`config.mk`:
```
export PLATFORM = sky130hd
export DESIGN_NAME = mirc_to_ansi_converter_top
export DESIGN_NICKNAME = d
export VERILOG_FILES = /design/src/rtl/core/mirc_pkg.sv /design/src/rtl/core/mirc_ram.sv /design/src/rtl/core/mirc_cmdq.sv /design/src/rtl/core/mirc_front.sv /design/src/rtl/core/mirc_back.sv /design/src/rtl/core/mirc_to_ansi_converter_top.sv
export VERILOG_INCLUDE_DIRS = /design/src /design/src/rtl/core
export SDC_FILE = /design/constraint.sdc
export NUM_CORES = 1
export LEC_CHECK = 0
export BUFFER_PORTS_ARGS = -buffer_cell sky130_fd_sc_hd__buf_2
export CORE_ASPECT_RATIO = 1.4
export CORE_MARGIN = 2
export CORE_UTILIZATION = 39
export CTS_CLUSTER_SIZE = 12
export DETAILED_ROUTE_END_ITERATION = 10
export SLEW_MARGIN = 20
export SYNTH_ARGS = -nofsm -noshare
export SYNTH_HDL_FRONTEND = slang
export SYNTH_HIERARCHICAL = 1
export SYNTH_SLANG_ARGS = --single-unit
```
`constraint.sdc`:
```
create_clock -name clk_i -period 9.5 [get_ports clk_i]
set_input_delay 0.95 -clock clk_i [delete_from_list [all_inputs] [get_ports clk_i]]
set_output_delay 0.95 -clock clk_i [all_outputs]
set_load 0.02 [all_outputs]
```
`src/rtl/core/mirc_to_ansi_converter_top_macros.svh`:
```
// Assertion macros shared by the mIRC to ANSI converter RTL.
// Needs clk_i and rst_ni in the scope of each use.
`ifndef MIRC_TO_ANSI_CONVERTER_TOP_MACROS_SVH
`define MIRC_TO_ANSI_CONVERTER_TOP_MACROS_SVH
`ifndef ASSERT_OFF
`define MIRC_ASSERT(lbl, prop) \
  lbl: assert property (@(posedge clk_i) disable iff (!rst_ni) (prop)) \
    else $error("assertion failed");
`define MIRC_ASSERT_NEVER(lbl, cond) \
  lbl: assert property (@(posedge clk_i) disable iff (!rst_ni) !(cond)) \
    else $error("forbidden condition seen");
`else
`define MIRC_ASSERT(lbl, prop)
`define MIRC_ASSERT_NEVER(lbl, cond)
`endif
`endif

```
`src/rtl/core/mirc_pkg.sv`:
```
// Shared types and constants for the mIRC to ANSI converter.
// No dependencies.
package mirc_pkg;

  typedef struct packed {
    logic       func;
    logic [7:0] in_byte;
    logic [6:0] table_index;
    logic [7:0] table_value;
  } in_item_t;

  typedef struct packed {
    logic [7:0] out_byte;
    logic       last;
  } out_item_t;

  typedef enum logic [2:0] {
    ACT_NONE,
    ACT_PASS,
    ACT_SGR1,
    ACT_SGR2,
    ACT_SGR_NL
  } act_e;

  // table writes reuse fg_code as address and act_byte as data
  typedef struct packed {
    logic       is_wr;
    logic       fg_vld;
    logic [6:0] fg_code;
    logic       bg_vld;
    logic [6:0] bg_code;
    act_e       act;
    logic [7:0] act_byte;
  } cmd_t;

  localparam int unsigned CMDQ_DEPTH = 4;
  localparam int unsigned CMDQ_AW    = $clog2(CMDQ_DEPTH);

  localparam logic [6:0] NO_COLOUR = 7'd99;

  localparam logic [7:0] CC_BOLD    = 8'h02;
  localparam logic [7:0] CC_COLOUR  = 8'h03;
  localparam logic [7:0] CC_ITALIC  = 8'h09;
  localparam logic [7:0] CC_NL      = 8'h0A;
  localparam logic [7:0] CC_RESET   = 8'h0F;
  localparam logic [7:0] CC_REVERSE = 8'h12;
  localparam logic [7:0] CC_UNDER   = 8'h15;

  localparam logic [7:0] CH_NUL   = 8'h00;
  localparam logic [7:0] CH_ESC   = 8'h1B;
  localparam logic [7:0] CH_LBR   = 8'h5B;
  localparam logic [7:0] CH_SEMI  = 8'h3B;
  localparam logic [7:0] CH_M     = 8'h6D;
  localparam logic [7:0] CH_COMMA = 8'h2C;
  localparam logic [7:0] CH_ZERO  = 8'h30;
  localparam logic [7:0] CH_ONE   = 8'h31;
  localparam logic [7:0] CH_TWO   = 8'h32;
  localparam logic [7:0] CH_THREE = 8'h33;
  localparam logic [7:0] CH_FOUR  = 8'h34;
  localparam logic [7:0] CH_FIVE  = 8'h35;
  localparam logic [7:0] CH_SEVEN = 8'h37;
  localparam logic [7:0] CH_EIGHT = 8'h38;
  localparam logic [7:0] CH_NINE  = 8'h39;

endpackage

```
`src/rtl/core/mirc_ram.sv`:
```
// Generic single write, single read RAM with registered read data.
// No dependencies.
module mirc_ram #(
  parameter int unsigned WIDTH = 8,
  parameter int unsigned DEPTH = 99
) (
  input  logic                     clk_i,
  input  logic                     we_i,
  input  logic [$clog2(DEPTH)-1:0] waddr_i,
  input  logic [WIDTH-1:0]         wdata_i,
  input  logic                     re_i,
  input  logic [$clog2(DEPTH)-1:0] raddr_i,
  output logic [WIDTH-1:0]         rdata_o
);

  logic [WIDTH-1:0] mem_q [DEPTH];
  logic [WIDTH-1:0] rdata_q;

  always_ff @(posedge clk_i) begin
    if (we_i) begin
      mem_q[waddr_i] <= wdata_i;
    end
    if (re_i) begin
      rdata_q <= mem_q[raddr_i];
    end
  end

  assign rdata_o = rdata_q;

endmodule

```
`src/rtl/core/mirc_cmdq.sv`:
```
// Short command queue between front and back of the converter.
// Depends on mirc_pkg.
module mirc_cmdq (
  input  logic           clk_i,
  input  logic           rst_ni,
  input  logic           push_i,
  input  mirc_pkg::cmd_t data_i,
  output logic           full_o,
  input  logic           pop_i,
  output logic           empty_o,
  output mirc_pkg::cmd_t data_o
);

  mirc_pkg::cmd_t                 mem_q [mirc_pkg::CMDQ_DEPTH];
  logic [mirc_pkg::CMDQ_AW-1:0] wptr_q, wptr_d;
  logic [mirc_pkg::CMDQ_AW-1:0] rptr_q, rptr_d;
  logic [mirc_pkg::CMDQ_AW:0]   cnt_q, cnt_d;
  logic                           do_push, do_pop;

  assign full_o  = (cnt_q == (mirc_pkg::CMDQ_AW+1)'(mirc_pkg::CMDQ_DEPTH));
  assign empty_o = (cnt_q == '0);
  assign data_o  = mem_q[rptr_q];
  assign do_push = push_i && !full_o;
  assign do_pop  = pop_i && !empty_o;

  always_comb begin
    wptr_d = do_push ? wptr_q + 1'b1 : wptr_q;
    rptr_d = do_pop ? rptr_q + 1'b1 : rptr_q;
    cnt_d  = cnt_q;
    if (do_push && !do_pop) begin
      cnt_d = cnt_q + 1'b1;
    end else if (!do_push && do_pop) begin
      cnt_d = cnt_q - 1'b1;
    end
  end

  always_ff @(posedge clk_i or negedge rst_ni) begin
    if (!rst_ni) begin
      wptr_q <= '0;
      rptr_q <= '0;
      cnt_q  <= '0;
    end else begin
      wptr_q <= wptr_d;
      rptr_q <= rptr_d;
      cnt_q  <= cnt_d;
    end
  end

  always_ff @(posedge clk_i) begin
    if (do_push) begin
      mem_q[wptr_q] <= data_i;
    end
  end

endmodule

```
`src/rtl/core/mirc_front.sv`:
```
// Front end: classifies input items, tracks flags and colour capture,
// and builds commands for the back end. Depends on mirc_pkg.
module mirc_front #(
  parameter int unsigned TABLE_ENTRIES = 99
) (
  input  logic               clk_i,
  input  logic               rst_ni,
  input  logic               accept_i,
  input  mirc_pkg::in_item_t item_i,
  output logic               enq_o,
  output mirc_pkg::cmd_t     cmd_o
);

  logic       in_colour_q, in_colour_d;
  logic       bg_phase_q, bg_phase_d;
  logic [1:0] fg_count_q, fg_count_d;
  logic [6:0] fg_value_q, fg_value_d;
  logic [1:0] bg_count_q, bg_count_d;
  logic [6:0] bg_value_q, bg_value_d;
  logic       bold_q, bold_d;
  logic       italic_q, italic_d;
  logic       reverse_q, reverse_d;
  logic       under_q, under_d;

  logic [7:0] b;
  logic       digit;
  logic       consumed;

  assign b     = item_i.in_byte;
  assign digit = b inside {[mirc_pkg::CH_ZERO:mirc_pkg::CH_NINE]};

  always_comb begin
    in_colour_d = in_colour_q;
    bg_phase_d  = bg_phase_q;
    fg_count_d  = fg_count_q;
    fg_value_d  = fg_value_q;
    bg_count_d  = bg_count_q;
    bg_value_d  = bg_value_q;
    bold_d      = bold_q;
    italic_d    = italic_q;
    reverse_d   = reverse_q;
    under_d     = under_q;
    consumed    = 1'b0;
    enq_o       = 1'b0;
    cmd_o       = '0;
    cmd_o.act   = mirc_pkg::ACT_NONE;

    if (accept_i && item_i.func) begin
      cmd_o.is_wr    = 1'b1;
      cmd_o.fg_code  = item_i.table_index;
      cmd_o.act_byte = item_i.table_value;
      enq_o          = (32'(item_i.table_index) < TABLE_ENTRIES);
    end else if (accept_i && (b != mirc_pkg::CH_NUL)) begin
      if (in_colour_q) begin
        if (!bg_phase_q && digit && (fg_count_q < 2'd2)) begin
          fg_value_d = fg_value_q * 7'd10 + {3'b000, b[3:0]};
          fg_count_d = fg_count_q + 2'd1;
          consumed   = 1'b1;
        end else if (!bg_phase_q && (b == mirc_pkg::CH_COMMA)) begin
          bg_phase_d = 1'b1;
          consumed   = 1'b1;
        end else if (bg_phase_q && digit && (bg_count_q < 2'd2)) begin
          bg_value_d = bg_value_q * 7'd10 + {3'b000, b[3:0]};
          bg_count_d = bg_count_q + 2'd1;
          consumed   = 1'b1;
        end else begin
          in_colour_d   = 1'b0;
          bg_phase_d    = 1'b0;
          cmd_o.fg_code = fg_value_q;
          cmd_o.bg_code = bg_value_q;
          cmd_o.fg_vld  = (fg_count_q != 2'd0) && (fg_value_q != mirc_pkg::NO_COLOUR)
                          && (32'(fg_value_q) < TABLE_ENTRIES);
          cmd_o.bg_vld  = (bg_count_q != 2'd0) && (bg_value_q != mirc_pkg::NO_COLOUR)
                          && (32'(bg_value_q) < TABLE_ENTRIES);
        end
      end

      if (!consumed) begin
        case (b)
          mirc_pkg::CC_BOLD: begin
            cmd_o.act      = bold_q ? mirc_pkg::ACT_SGR2 : mirc_pkg::ACT_SGR1;
            cmd_o.act_byte = bold_q ? mirc_pkg::CH_TWO : mirc_pkg::CH_ONE;
            bold_d         = !bold_q;
          end
          mirc_pkg::CC_ITALIC: begin
            cmd_o.act      = italic_q ? mirc_pkg::ACT_SGR2 : mirc_pkg::ACT_SGR1;
            cmd_o.act_byte = mirc_pkg::CH_THREE;
            italic_d       = !italic_q;
          end
          mirc_pkg::CC_REVERSE: begin
            cmd_o.act      = reverse_q ? mirc_pkg::ACT_SGR2 : mirc_pkg::ACT_SGR1;
            cmd_o.act_byte = mirc_pkg::CH_SEVEN;
            reverse_d      = !reverse_q;
          end
          mirc_pkg::CC_UNDER: begin
            cmd_o.act      = under_q ? mirc_pkg::ACT_SGR2 : mirc_pkg::ACT_SGR1;
            cmd_o.act_byte = mirc_pkg::CH_FOUR;
            under_d        = !under_q;
          end
          mirc_pkg::CC_COLOUR: begin
            in_colour_d = 1'b1;
            bg_phase_d  = 1'b0;
            fg_count_d  = 2'd0;
            fg_value_d  = 7'd0;
            bg_count_d  = 2'd0;
            bg_value_d  = 7'd0;
          end
          mirc_pkg::CC_RESET, mirc_pkg::CC_NL: begin
            cmd_o.act      = (b == mirc_pkg::CC_NL) ? mirc_pkg::ACT_SGR_NL
                                                    : mirc_pkg::ACT_SGR1;
            cmd_o.act_byte = mirc_pkg::CH_ZERO;
            bold_d         = 1'b0;
            italic_d       = 1'b0;
            reverse_d      = 1'b0;
            under_d        = 1'b0;
          end
          default: begin
            cmd_o.act      = mirc_pkg::ACT_PASS;
            cmd_o.act_byte = b;
          end
        endcase
        enq_o = cmd_o.fg_vld || cmd_o.bg_vld || (cmd_o.act != mirc_pkg::ACT_NONE);
      end
    end
  end

  always_ff @(posedge clk_i or negedge rst_ni) begin
    if (!rst_ni) begin
      in_colour_q <= 1'b0;
      bg_phase_q  <= 1'b0;
      fg_count_q  <= 2'd0;
      fg_value_q  <= 7'd0;
      bg_count_q  <= 2'd0;
      bg_value_q  <= 7'd0;
      bold_q      <= 1'b0;
      italic_q    <= 1'b0;
      reverse_q   <= 1'b0;
      under_q     <= 1'b0;
    end else begin
      in_colour_q <= in_colour_d;
      bg_phase_q  <= bg_phase_d;
      fg_count_q  <= fg_count_d;
      fg_value_q  <= fg_value_d;
      bg_count_q  <= bg_count_d;
      bg_value_q  <= bg_value_d;
      bold_q      <= bold_d;
      italic_q    <= italic_d;
      reverse_q   <= reverse_d;
      under_q     <= under_d;
    end
  end

endmodule

```
`src/rtl/core/mirc_back.sv`:
```
// Back end: serializes commands into output bytes, owns the colour table.
// Depends on mirc_pkg, mirc_ram and the assertion macro header.
`include "mirc_to_ansi_converter_top_macros.svh"
module mirc_back #(
  parameter int unsigned TABLE_ENTRIES = 99
) (
  input  logic                clk_i,
  input  logic                rst_ni,
  input  logic                q_empty_i,
  input  mirc_pkg::cmd_t      q_data_i,
  output logic                q_pop_o,
  input  logic                pop,
  output logic                empty,
  output mirc_pkg::out_item_t out_data_o
);

  localparam int unsigned TAW = $clog2(TABLE_ENTRIES);

  localparam logic [1:0] PH_FG  = 2'd0;
  localparam logic [1:0] PH_BG  = 2'd1;
  localparam logic [1:0] PH_ACT = 2'd2;

  mirc_pkg::cmd_t      cur_q, cur_d;
  logic                cur_vld_q, cur_vld_d;
  logic [1:0]          phase_q, phase_d;
  logic [3:0]          pos_q, pos_d;
  logic                out_vld_q, out_vld_d;
  mirc_pkg::out_item_t out_q, out_d;

  logic           ram_we, ram_re;
  logic [TAW-1:0] ram_raddr;
  logic [7:0]     ram_rdata;

  logic [1:0]  hund;
  logic [7:0]  rem8;
  logic [14:0] prod;
  logic [3:0]  tens;
  logic [6:0]  ones7;
  logic [1:0]  ndig;
  logic [3:0]  dsel;
  logic [7:0]  dchar;
  logic [7:0]  byte_c;
  logic        phase_end;
  logic        cmd_done;
  logic        emit;
  logic        load_slot;

  mirc_ram #(
    .WIDTH (8),
    .DEPTH (TABLE_ENTRIES)
  ) u_table (
    .clk_i   (clk_i),
    .we_i    (ram_we),
    .waddr_i (q_data_i.fg_code[TAW-1:0]),
    .wdata_i (q_data_i.act_byte),
    .re_i    (ram_re),
    .raddr_i (ram_raddr),
    .rdata_o (ram_rdata)
  );

  // decimal digits of the palette index
  always_comb begin
    if (ram_rdata >= 8'd200) begin
      hund = 2'd2;
      rem8 = ram_rdata - 8'd200;
    end else if (ram_rdata >= 8'd100) begin
      hund = 2'd1;
      rem8 = ram_rdata - 8'd100;
    end else begin
      hund = 2'd0;
      rem8 = ram_rdata;
    end
    prod  = {8'b0, rem8[6:0]} * 15'd205;
    tens  = prod[14:11];
    ones7 = rem8[6:0] - {3'b000, tens} * 7'd10;
    if (ram_rdata >= 8'd100) begin
      ndig = 2'd3;
    end else if (ram_rdata >= 8'd10) begin
      ndig = 2'd2;
    end else begin
      ndig = 2'd1;
    end
    dsel = pos_q - 4'd7 + (4'd3 - {2'b00, ndig});
    case (dsel)
      4'd0:    dchar = mirc_pkg::CH_ZERO | {6'b0, hund};
      4'd1:    dchar = mirc_pkg::CH_ZERO | {4'b0, tens};
      default: dchar = mirc_pkg::CH_ZERO | {4'b0, ones7[3:0]};
    endcase
  end

  always_comb begin
    byte_c    = mirc_pkg::CH_ESC;
    phase_end = 1'b0;
    if (phase_q == PH_ACT) begin
      case (cur_q.act)
        mirc_pkg::ACT_PASS: begin
          byte_c    = cur_q.act_byte;
          phase_end = 1'b1;
        end
        mirc_pkg::ACT_SGR1, mirc_pkg::ACT_SGR_NL: begin
          case (pos_q)
            4'd0:    byte_c = mirc_pkg::CH_ESC;
            4'd1:    byte_c = mirc_pkg::CH_LBR;
            4'd2:    byte_c = cur_q.act_byte;
            4'd3:    byte_c = mirc_pkg::CH_M;
            default: byte_c = mirc_pkg::CC_NL;
          endcase
          phase_end = (cur_q.act == mirc_pkg::ACT_SGR1) ? (pos_q == 4'd3) : (pos_q == 4'd4);
        end
        mirc_pkg::ACT_SGR2: begin
          case (pos_q)
            4'd0:    byte_c = mirc_pkg::CH_ESC;
            4'd1:    byte_c = mirc_pkg::CH_LBR;
            4'd2:    byte_c = mirc_pkg::CH_TWO;
            4'd3:    byte_c = cur_q.act_byte;
            default: byte_c = mirc_pkg::CH_M;
          endcase
          phase_end = (pos_q == 4'd4);
        end
        default: begin
          byte_c    = mirc_pkg::CH_ESC;
          phase_end = 1'b1;
        end
      endcase
    end else begin
      phase_end = (pos_q == 4'd7 + {2'b00, ndig});
      case (pos_q)
        4'd0:    byte_c = mirc_pkg::CH_ESC;
        4'd1:    byte_c = mirc_pkg::CH_LBR;
        4'd2:    byte_c = (phase_q == PH_BG) ? mirc_pkg::CH_FOUR : mirc_pkg::CH_THREE;
        4'd3:    byte_c = mirc_pkg::CH_EIGHT;
        4'd4:    byte_c = mirc_pkg::CH_SEMI;
        4'd5:    byte_c = mirc_pkg::CH_FIVE;
        4'd6:    byte_c = mirc_pkg::CH_SEMI;
        default: byte_c = phase_end ? mirc_pkg::CH_M : dchar;
      endcase
    end
    cmd_done = phase_end && ((phase_q == PH_ACT)
               || ((phase_q == PH_BG) && (cur_q.act == mirc_pkg::ACT_NONE))
               || ((phase_q == PH_FG) && !cur_q.bg_vld
                   && (cur_q.act == mirc_pkg::ACT_NONE)));
  end

  assign emit      = cur_vld_q && (!out_vld_q || pop);
  assign load_slot = !cur_vld_q || (emit && cmd_done);

  always_comb begin
    cur_d     = cur_q;
    cur_vld_d = cur_vld_q;
    phase_d   = phase_q;
    pos_d     = pos_q;
    out_vld_d = out_vld_q && !pop;
    out_d     = out_q;
    q_pop_o   = 1'b0;
    ram_we    = 1'b0;
    ram_re    = 1'b0;
    ram_raddr = cur_q.bg_code[TAW-1:0];

    if (emit) begin
      out_vld_d      = 1'b1;
      out_d.out_byte = byte_c;
      out_d.last     = cmd_done;
      if (phase_end) begin
        pos_d = 4'd0;
        if ((phase_q == PH_FG) && cur_q.bg_vld) begin
          phase_d = PH_BG;
          ram_re  = 1'b1;
        end else begin
          phase_d = PH_ACT;
        end
      end else begin
        pos_d = pos_q + 4'd1;
      end
    end

    if (load_slot) begin
      cur_vld_d = 1'b0;
      if (!q_empty_i) begin
        q_pop_o = 1'b1;
        if (q_data_i.is_wr) begin
          ram_we = 1'b1;
        end else begin
          cur_vld_d = 1'b1;
          cur_d     = q_data_i;
          pos_d     = 4'd0;
          ram_re    = q_data_i.fg_vld || q_data_i.bg_vld;
          ram_raddr = q_data_i.fg_vld ? q_data_i.fg_code[TAW-1:0]
                                      : q_data_i.bg_code[TAW-1:0];
          if (q_data_i.fg_vld) begin
            phase_d = PH_FG;
          end else if (q_data_i.bg_vld) begin
            phase_d = PH_BG;
          end else begin
            phase_d = PH_ACT;
          end
        end
      end
    end
  end

  always_ff @(posedge clk_i or negedge rst_ni) begin
    if (!rst_ni) begin
      cur_vld_q <= 1'b0;
      phase_q   <= PH_ACT;
      pos_q     <= 4'd0;
      out_vld_q <= 1'b0;
    end else begin
      cur_vld_q <= cur_vld_d;
      phase_q   <= phase_d;
      pos_q     <= pos_d;
      out_vld_q <= out_vld_d;
    end
  end

  always_ff @(posedge clk_i) begin
    cur_q <= cur_d;
    out_q <= out_d;
  end

  assign empty      = !out_vld_q;
  assign out_data_o = out_q;

  `MIRC_ASSERT(a_fg_phase_has_fg, (cur_vld_q && (phase_q == PH_FG)) |-> cur_q.fg_vld)
  `MIRC_ASSERT(a_bg_phase_has_bg, (cur_vld_q && (phase_q == PH_BG)) |-> cur_q.bg_vld)
  `MIRC_ASSERT_NEVER(a_ram_rw_clash, ram_we && ram_re)
  `MIRC_ASSERT(a_pos_bound, (cur_vld_q && (phase_q == PH_ACT)) |-> (pos_q < 4'd5))
  `MIRC_ASSERT(a_cur_no_write, cur_vld_q |-> !cur_q.is_wr)

endmodule

```
`src/rtl/core/mirc_to_ansi_converter_top.sv`:
```
// Top level of the mIRC formatting to ANSI escape converter.
// Depends on mirc_pkg, mirc_front, mirc_cmdq and mirc_back.
//
// Usage:
//   Input queue: drive in_data_i and raise push; the item is taken at an edge
//   where push is high and full is low. func 1 writes one colour table entry,
//   func 0 converts one text byte. Entries must be written before use.
//   Output queue: while empty is low, out_data_o holds the oldest output byte;
//   it is taken at an edge where pop is high. last marks the final byte of the
//   bytes produced by one input item.
//   Flow: an item is classified in the cycle it is taken; its command goes
//   via the command queue to the serializer, which registers each output
//   byte. Plain text runs at one byte per cycle while pop is held high. Each
//   escape sequence is sent one byte per cycle likewise, up to 27 bytes for
//   one item; the four-entry command queue between the classifier and the
//   serializer absorbs short bursts and then holds full high. Table writes
//   pass through the same queue and give no output byte. A stalled receiver
//   holds the output byte; the serializer and then the queue back up, and
//   input stalls only once the queue is full. Reset clears flags, colour
//   capture, queue and output; table contents are left as they are.
module mirc_to_ansi_converter_top #(
  parameter int unsigned TABLE_ENTRIES = 99
) (
  input  logic                clk_i,
  input  logic                rst_ni,
  input  logic                push,
  output logic                full,
  input  mirc_pkg::in_item_t  in_data_i,
  output logic                empty,
  input  logic                pop,
  output mirc_pkg::out_item_t out_data_o
);

  logic           accept;
  logic           enq;
  mirc_pkg::cmd_t enq_cmd;
  logic           q_empty;
  logic           q_pop;
  mirc_pkg::cmd_t q_head;

  assign accept = push && !full;

  mirc_front #(
    .TABLE_ENTRIES (TABLE_ENTRIES)
  ) u_front (
    .clk_i    (clk_i),
    .rst_ni   (rst_ni),
    .accept_i (accept),
    .item_i   (in_data_i),
    .enq_o    (enq),
    .cmd_o    (enq_cmd)
  );

  mirc_cmdq u_cmdq (
    .clk_i   (clk_i),
    .rst_ni  (rst_ni),
    .push_i  (accept && enq),
    .data_i  (enq_cmd),
    .full_o  (full),
    .pop_i   (q_pop),
    .empty_o (q_empty),
    .data_o  (q_head)
  );

  mirc_back #(
    .TABLE_ENTRIES (TABLE_ENTRIES)
  ) u_back (
    .clk_i      (clk_i),
    .rst_ni     (rst_ni),
    .q_empty_i  (q_empty),
    .q_data_i   (q_head),
    .q_pop_o    (q_pop),
    .pop        (pop),
    .empty      (empty),
    .out_data_o (out_data_o)
  );

endmodule
```
==> metrics, run 1 <==
GRT Total Usage ~17%; final core occ between 40% and 50%; Pre-Repair DR Iteration Count 7; row count 141; via count 21230; unrepaired setup endpoints after global routing no; M1 WL 37220 µm; # Max-Cap Violations 0; PortBufs 38; Critical Path Source Type flip-flop; synth unique cells 94; Die Wd about 280 µm; CTS tree built; Setup Buffers After CTS 0; WL met3 4335 µm; CTS max path bufs 3; IO Pins 39; most common cell after layout, fill and taps aside edfxtp_1; internal power about 10 mW; number of DRC markers in iteration 0 between 1500 and 2000; crit path time final 6.923 ns; most frequent cells in the layout edfxtp_1 (940), mux4_2 (184), nor2_1 (164), clkbuf_16 (100), mux2i_1 (100); WP data arrival 7.33 ns; synthesized flop and latch total ~980; Critical path origin u_back/u_table/rdata_o[2]; HP Class input port to async pin; sw frac 35.25%; average size of a mapped cell roughly 18 µm²; antenna cell count 0; final wirelength 93070 µm; cell area after layout around 46000 µm²; Clock transition at path regs 0.06 ns; power per cell area 339.3 nW/µm²; Rel. slew slack around a quarter; CP Data Required Time 9.91 ns; worst vdd ir 403.7 µV; Num CTS Buffers 96; top layer used by detailed routing met4; most frequent CP cell ha_1; Synth async-reset ratio 3.984%; cell count after synthesis between 2000 and 2500; global route total overflow 0; Syn. warnings 6; Setup crit end u_back/out_data_o[4]; cts hold-fix bufs 0; initial antenna violation count 1; CP max stage delay 0.50 ns; post-synthesis cell area 41580 µm²; flop2flop setup slack 2.58 ns; Residual DRC 0; Nets 2454; antenna violation net count after detailed routing 0; Worst R2R End u_back/out_data_o[4]; sequential element share of the synthesized area 70.24%; TritonCTS Sinks 979; placer congestion estimate 0.8629; clock insertion delay at the later pin of the skew report 0.67 ns; fin. max-slew vios 0; combinational power share 41.2%; DIE AREA 109300 µm²; CTS H-tree lvls 3; Tcrit/Tclk final 72.87%; cts repair resizes 0; CP Class flip-flop to flip-flop; Critical Path End Type flip-flop; setup TNS 0 ns; fraction of layout cells with a size suffix above 1 between 10% and 20%; Clock power frac 22.7%; core area 105700 µm²; number of global-route vias before repair 22130; area post-placement 43140 µm²; maximum clock rate roughly 140 MHz; Sequential Power Share 36.1%; Tightest Pin Transition 1.112 ns; final hold slack 0.2890 ns; pin count of the biggest net entering global routing 101; met2 wire len 48640 µm; endpoints failing setup 0; number of synthesized flops with an enable pin 940; largest fanout on the critical path 8; Leak between 10 and 15 nW; DIE HEIGHT 390.3 µm; first-pass GRT wire length 140800 µm; final hold viol count 0; Critical R2R Launch u_back/u_table/rdata_o[2]; r2r worst-path depth 26; status finished, final reports clean; Via-to-Cell Ratio 5.667; Synth Flop Type edfxtp_1; Psw 5.501 mW; CP max-delay cell fa_1; Area Overhead vs Synth 10.63%; Starting Density 39.35%; Setup Skew 0.01780 ns; Post-DP HPWL 58460 µm; Clock Tree Root clkbuf_16; filler cell count around 9000; Wirelength per Cell 24.84 µm; Post-Syn Nets 2404
==> critical path: cells and delay by family (launching register included) <==
family,cells,cell delay [ns]
AOI/OAI and AO/OA,6,1.66
xor gates and xnor gates,5,0.94
adders and majority gates,8,2.54
buffers and inverters,3,0.30
DFF,1,0.48
and+or+nand+nor,4,0.73
==> Yosys cell counts (12+ instances only) <==
library cell / count / area share [%]
mux4_2: 192 / 10
buf_4: 22 / 0.40
ha_1: 69 / 2.1
mux2i_1: 100 / 2.4
a21oi_1: 56 / 0.67
nand2b_1: 15 / 0.23
buf_2: 31 / 0.37
dfrtp_1: 38 / 2.3
nor3_1: 14 / 0.17
nand2_1: 67 / 0.60
mux2_2: 26 / 0.70
a31oi_1: 17 / 0.26
edfxtp_1: 940 / 68
nor2b_1: 26 / 0.39
inv_1: 52 / 0.47
o21ai_0: 46 / 0.55
nor2_1: 165 / 1.5
mux4_1: 12 / 0.76
o22ai_1: 14 / 0.21
buf_6: 14 / 0.38
nand3_1: 24 / 0.29
a22oi_1: 44 / 0.79
xnor2_1: 30 / 0.63
a22o_1: 13 / 0.27
and2_1: 20 / 0.30
clkbuf_1: 37 / 0.33
fa_1: 15 / 0.72
==> per-layer routing <==
metal	global-route usage [%]	up-vias
li1	-	9274
met1	21.51	11130
met2	30.39	678
met3	2.301	156
met4	6.223	0
met5	0	-
==> layout make-up <==
| class | count | area (µm²) | area share [%] |
|---|---|---|---|
| flip-flops and latches | 979 | 29210 | 63.49 |
| multi-input cells | 1145 | 11600 | 25.22 |
| clock buffers | 134 | 2670 | 5.805 |
| well taps | 1358 | 1699 | 3.694 |
| repair buffers | 67 | 467.9 | 1.017 |
| inverters | 53 | 198.9 | 0.4325 |
| clock inverters | 11 | 156.4 | 0.3400 |
==> through the flow <==
stage          setup slack (ns)  power, mW  instances
2_1_floorplan             3.242      10.28       2292
4_1_cts                   2.526      15.78       3746
3_5_place_dp              2.563      12.21       3601
5_1_grt                   2.099      16.44       3747
3_3_place_gp              2.635      12.07       3601
6_report                  2.577      15.61       3747
==> logic make-up (layout without fill, tap and decap cells) <==
kind of cell	count (synthesis)	count (layout)	synth area share (%)
simple gates	401	401	4.818
compound gates	292	292	4.953
flops	979	979	70.24
buf+inv	168	265	2.070
fa+ha+maj	84	84	2.799
mux	331	331	14.31
xor+xnor	37	37	0.8155
==> power by group through the flow <==
| stage | combinational [mW] | sequential, mW | clock [mW] |
|---|---|---|---|
| after global placement | 6.35 | 5.72 | 0 |
| final | 6.43 | 5.64 | 3.54 |
| after global routing | 7.02 | 5.65 | 3.77 |
| after floorplan | 4.57 | 5.71 | 0 |
| after detailed placement | 6.48 | 5.73 | 0 |
| after CTS | 6.51 | 5.64 | 3.62 |
==> worst min-delay path by stage <==
stage	from	endpoint	slack, ns	depth (start not counted)
finish	rst_ni	u_front/in_colour_q	0.29	1
global route	rst_ni	u_front/bg_value_q[0]	0.29	1
CTS	rst_ni	u_front/bg_value_q[6]	0.45	1
detailed placement	u_cmdq/cnt_q[2]	u_cmdq/cnt_q[2]	0.48	1
global placement	u_cmdq/cnt_q[2]	u_cmdq/cnt_q[2]	0.46	1
floorplan	u_cmdq/cnt_q[2]	u_cmdq/cnt_q[2]	0.45	1
==> registers in the layout (all words and copies together), names as in the netlist <==
signal / cells
u_back/cur_q: 19
u_back/cur_vld_q: 1
u_back/out_data_o: 9
u_back/out_vld_q: 1
u_back/phase_q: 2
u_back/pos_q: 4
u_back/u_table/mem_q: 792
u_back/u_table/rdata_o: 8
u_cmdq/cnt_q: 3
u_cmdq/mem_q: 112
u_cmdq/rptr_q: 2
u_cmdq/wptr_q: 2
u_front/bg_count_q: 2
u_front/bg_phase_q: 1
u_front/bg_value_q: 7
u_front/bold_q: 1
u_front/fg_count_q: 2
u_front/fg_value_q: 7
u_front/in_colour_q: 1
u_front/italic_q: 1
u_front/reverse_q: 1
u_front/under_q: 1
Power figures use the tool's default switching activity.
==> run 2: changes to the inputs <==
clock period = 5.8 ns   (was 9.5 ns; I/O delays follow)
==> run 2 against run 1 <==
Non-clock buffer count increased by 168. Routed wire length increased by 2.0%. Register-to-register slack got worse by 2.9 ns. First-iteration DRC count decreased by 9.4%. Sequential share of layout area decreased by 2.0 points. Worst hold slack got worse by 0.21 ns. Combinational power increased by 98%. Critical path type unchanged. The flow now finishes with violations (setup timing). Die area unchanged. Critical path depth increased by 2. Core utilization increased by 1.4 points. Final area increased by 3.2%.
==> metrics, run 2 (synthesized netlist as in run 1, its figures left out) <==
status complete, but fails checks; failing checks setup timing; CP Data Required Time 6.21 ns (-3.70 ns); Biggest register u_back/u_table/mem_q; Clock Tree Root clkbuf_16; row count 141 (unchanged); Via-to-Cell Ratio 5.587 (-1.4%); antenna violation net count after detailed routing 0 (unchanged); Clock transition at path regs 0.06 ns (about the same); Rel. slew slack 33.97% (+8.3 points); initial antenna violation count 1 (unchanged); GRT Total Usage 17.48% (+0.30 points); max reg flops 792 (unchanged); most frequent CP cell inv_2; Critical Path Source Type flip-flop; Num CTS Buffers 94 (-2.1%); crit path time final 6.075 ns (-0.8473 ns); Critical path buffers and inverters 4 (+1); HP Class input port to async pin; CP Class flip-flop to flip-flop; global route total overflow 0 (unchanged); Critical Path End Type flip-flop; Setup Skew 0.02532 ns (+0.007521 ns); WP data arrival 6.48 ns (-0.85 ns); final core occ 44.91% (+1.4 points); fraction of layout cells with a size suffix above 1 25.11% (+6.4 points); routing usage on met3 2.139% (-0.16 points); met2 Usage GRT 31.14% (+0.75 points); placer congestion estimate 0.8483 (-1.7%); Tcrit/Tclk final 104.7% (+32 points); Largest regs u_back/u_table/mem_q: 792 flops, u_cmdq/mem_q: 112 flops, u_back/cur_q: 19 flops; Power Total 27.39 mW (+76%); dpl ws -0.4519 ns (-3.015 ns); number of DRC markers in iteration 0 1768 (-9.4%); largest fanout on the critical path 4 (-4); Residual DRC 0 (unchanged); via count 21760 (+2.5%); clock insertion delay at the later pin of the skew report 0.68 ns (about the same); Worst Setup Slack, final -0.2753 ns (-2.853 ns); most common cell after layout, fill and taps aside edfxtp_1; Area Overhead vs Synth 14.15%; Leak 15.82 nW (+5.8%); PortBufs 38 (unchanged); power per cell area 577.1 nW/µm² (+70%); CTS H-tree lvls 3 (unchanged); Die Wd 280.0 µm (unchanged); CTS tree built; cts hold-fix bufs 0 (unchanged); global-route met1 utilization 21.73% (+0.21 points); Post-DP HPWL 61620 µm (+5.4%); final hold viol count 0 (unchanged); Nets 2620 (+6.8%); # Max-Cap Violations 0 (unchanged); most frequent cells in the layout edfxtp_1 (940), mux4_2 (185), buf_4 (171), nor2_1 (161), mux2i_1 (100); CTS max path bufs 3 (unchanged); CP max-delay cell fa_2; worst vdd ir 949.5 µV (+140%); area post-placement 44490 µm² (+3.1%); Wirelength per Cell 24.37 µm (-1.9%); fin. max-slew vios 0 (unchanged); DIE HEIGHT 390.3 µm (unchanged); IO Pins 39 (unchanged); TritonCTS Sinks 979 (unchanged); final wirelength 94940 µm (+2.0%); CP top delay family adder cells; core area 105700 µm² (unchanged); first-pass GRT wire length 144200 µm (+2.4%); Tightest Pin Transition 0.9904 ns (-0.1212 ns); endpoints failing setup 2 (+2); unrepaired setup endpoints after global routing yes; pin count of the biggest net entering global routing 100 (-0.99%); antenna cell count 0 (unchanged); cell area after layout 47460 µm² (+3.2%); Pre-Repair DR Iteration Count 6 (-1); CP max stage delay 0.53 ns (+0.03 ns); Starting Density 39.35% (unchanged); number of global-route vias before repair 22910 (+3.5%); grt peak-use layer met2; DIE AREA 109300 µm² (unchanged); final hold slack 0.07695 ns (-0.2121 ns); maximum clock rate 164.6 MHz (+14%)
## run 2: through the flow
stage	std cells	TNS, ns
2_1_floorplan	2292	-0.3368
3_5_place_dp	3760	-0.8880
5_1_grt	3895	-0.9707
6_report	3895	-0.4431
3_3_place_gp	3760	-0.4131
4_1_cts	3891	-0.4478
## run 2: where the power goes
group	leakage, nW	switching, mW	internal, mW
combinational	5.55	7.06	5.64
sequential	9.01	0.167	9.07
clock	1.26	2.43	3.02
## run 2: what timing repair did
action | 4_1_cts | 5_1_grt
pin swaps | 7 | 8
gates resized for setup | 19 | 34
buffers inserted | 5 | 3
gates cloned | 1 | 1
endpoints found under the setup margin | 7 | 11
## run 2: path summary, 6_finish.rpt
check	from	end	slack (ns)	cells past startpoint
worst min-delay path	rst_ni	u_front/fg_count_q[1]	0.08	1
min in group clk_i	pop	u_back/out_vld_q	0.20	3
worst max register to register	u_back/u_table/rdata_o[3]	u_back/out_data_o[4]	-0.28	28
worst min register to register	u_cmdq/cnt_q[2]	u_cmdq/cnt_q[2]	0.48	1
max in group asynchronous	rst_ni	u_cmdq/rptr_q[0]	5.04	1
worst max-delay path	u_back/u_table/rdata_o[3]	u_back/out_data_o[4]	-0.28	28
## run 2: layer usage
layer	up-vias	share of wire (%)
met1	11350	39
met2	652	53
met4	0	3.4
met3	154	4.7
li1	9604	-
met5	-	0
## run 2: worst register-to-register path, delay by kind of cell (launching register included)
kind                     cells  cell delay, ns
adder cells (fa/ha/maj)      8            2.25
flip-flops                   1            0.46
XOR/XNOR                     5            0.76
AO/OA/AOI/OAI                6            1.56
AND/OR/NAND/NOR              5            0.44
buffers and inverters        4            0.38
## run 2: area by class of cell
cell class,count,area [µm²]
timing repair buffer,235,1964
clock buffer,112,2441
inverter,53,198.9
fill,8905,58210
multi-input combinational,1145,11810
clock inverter,13,145.1
tap,1358,1699
sequential,979,29210
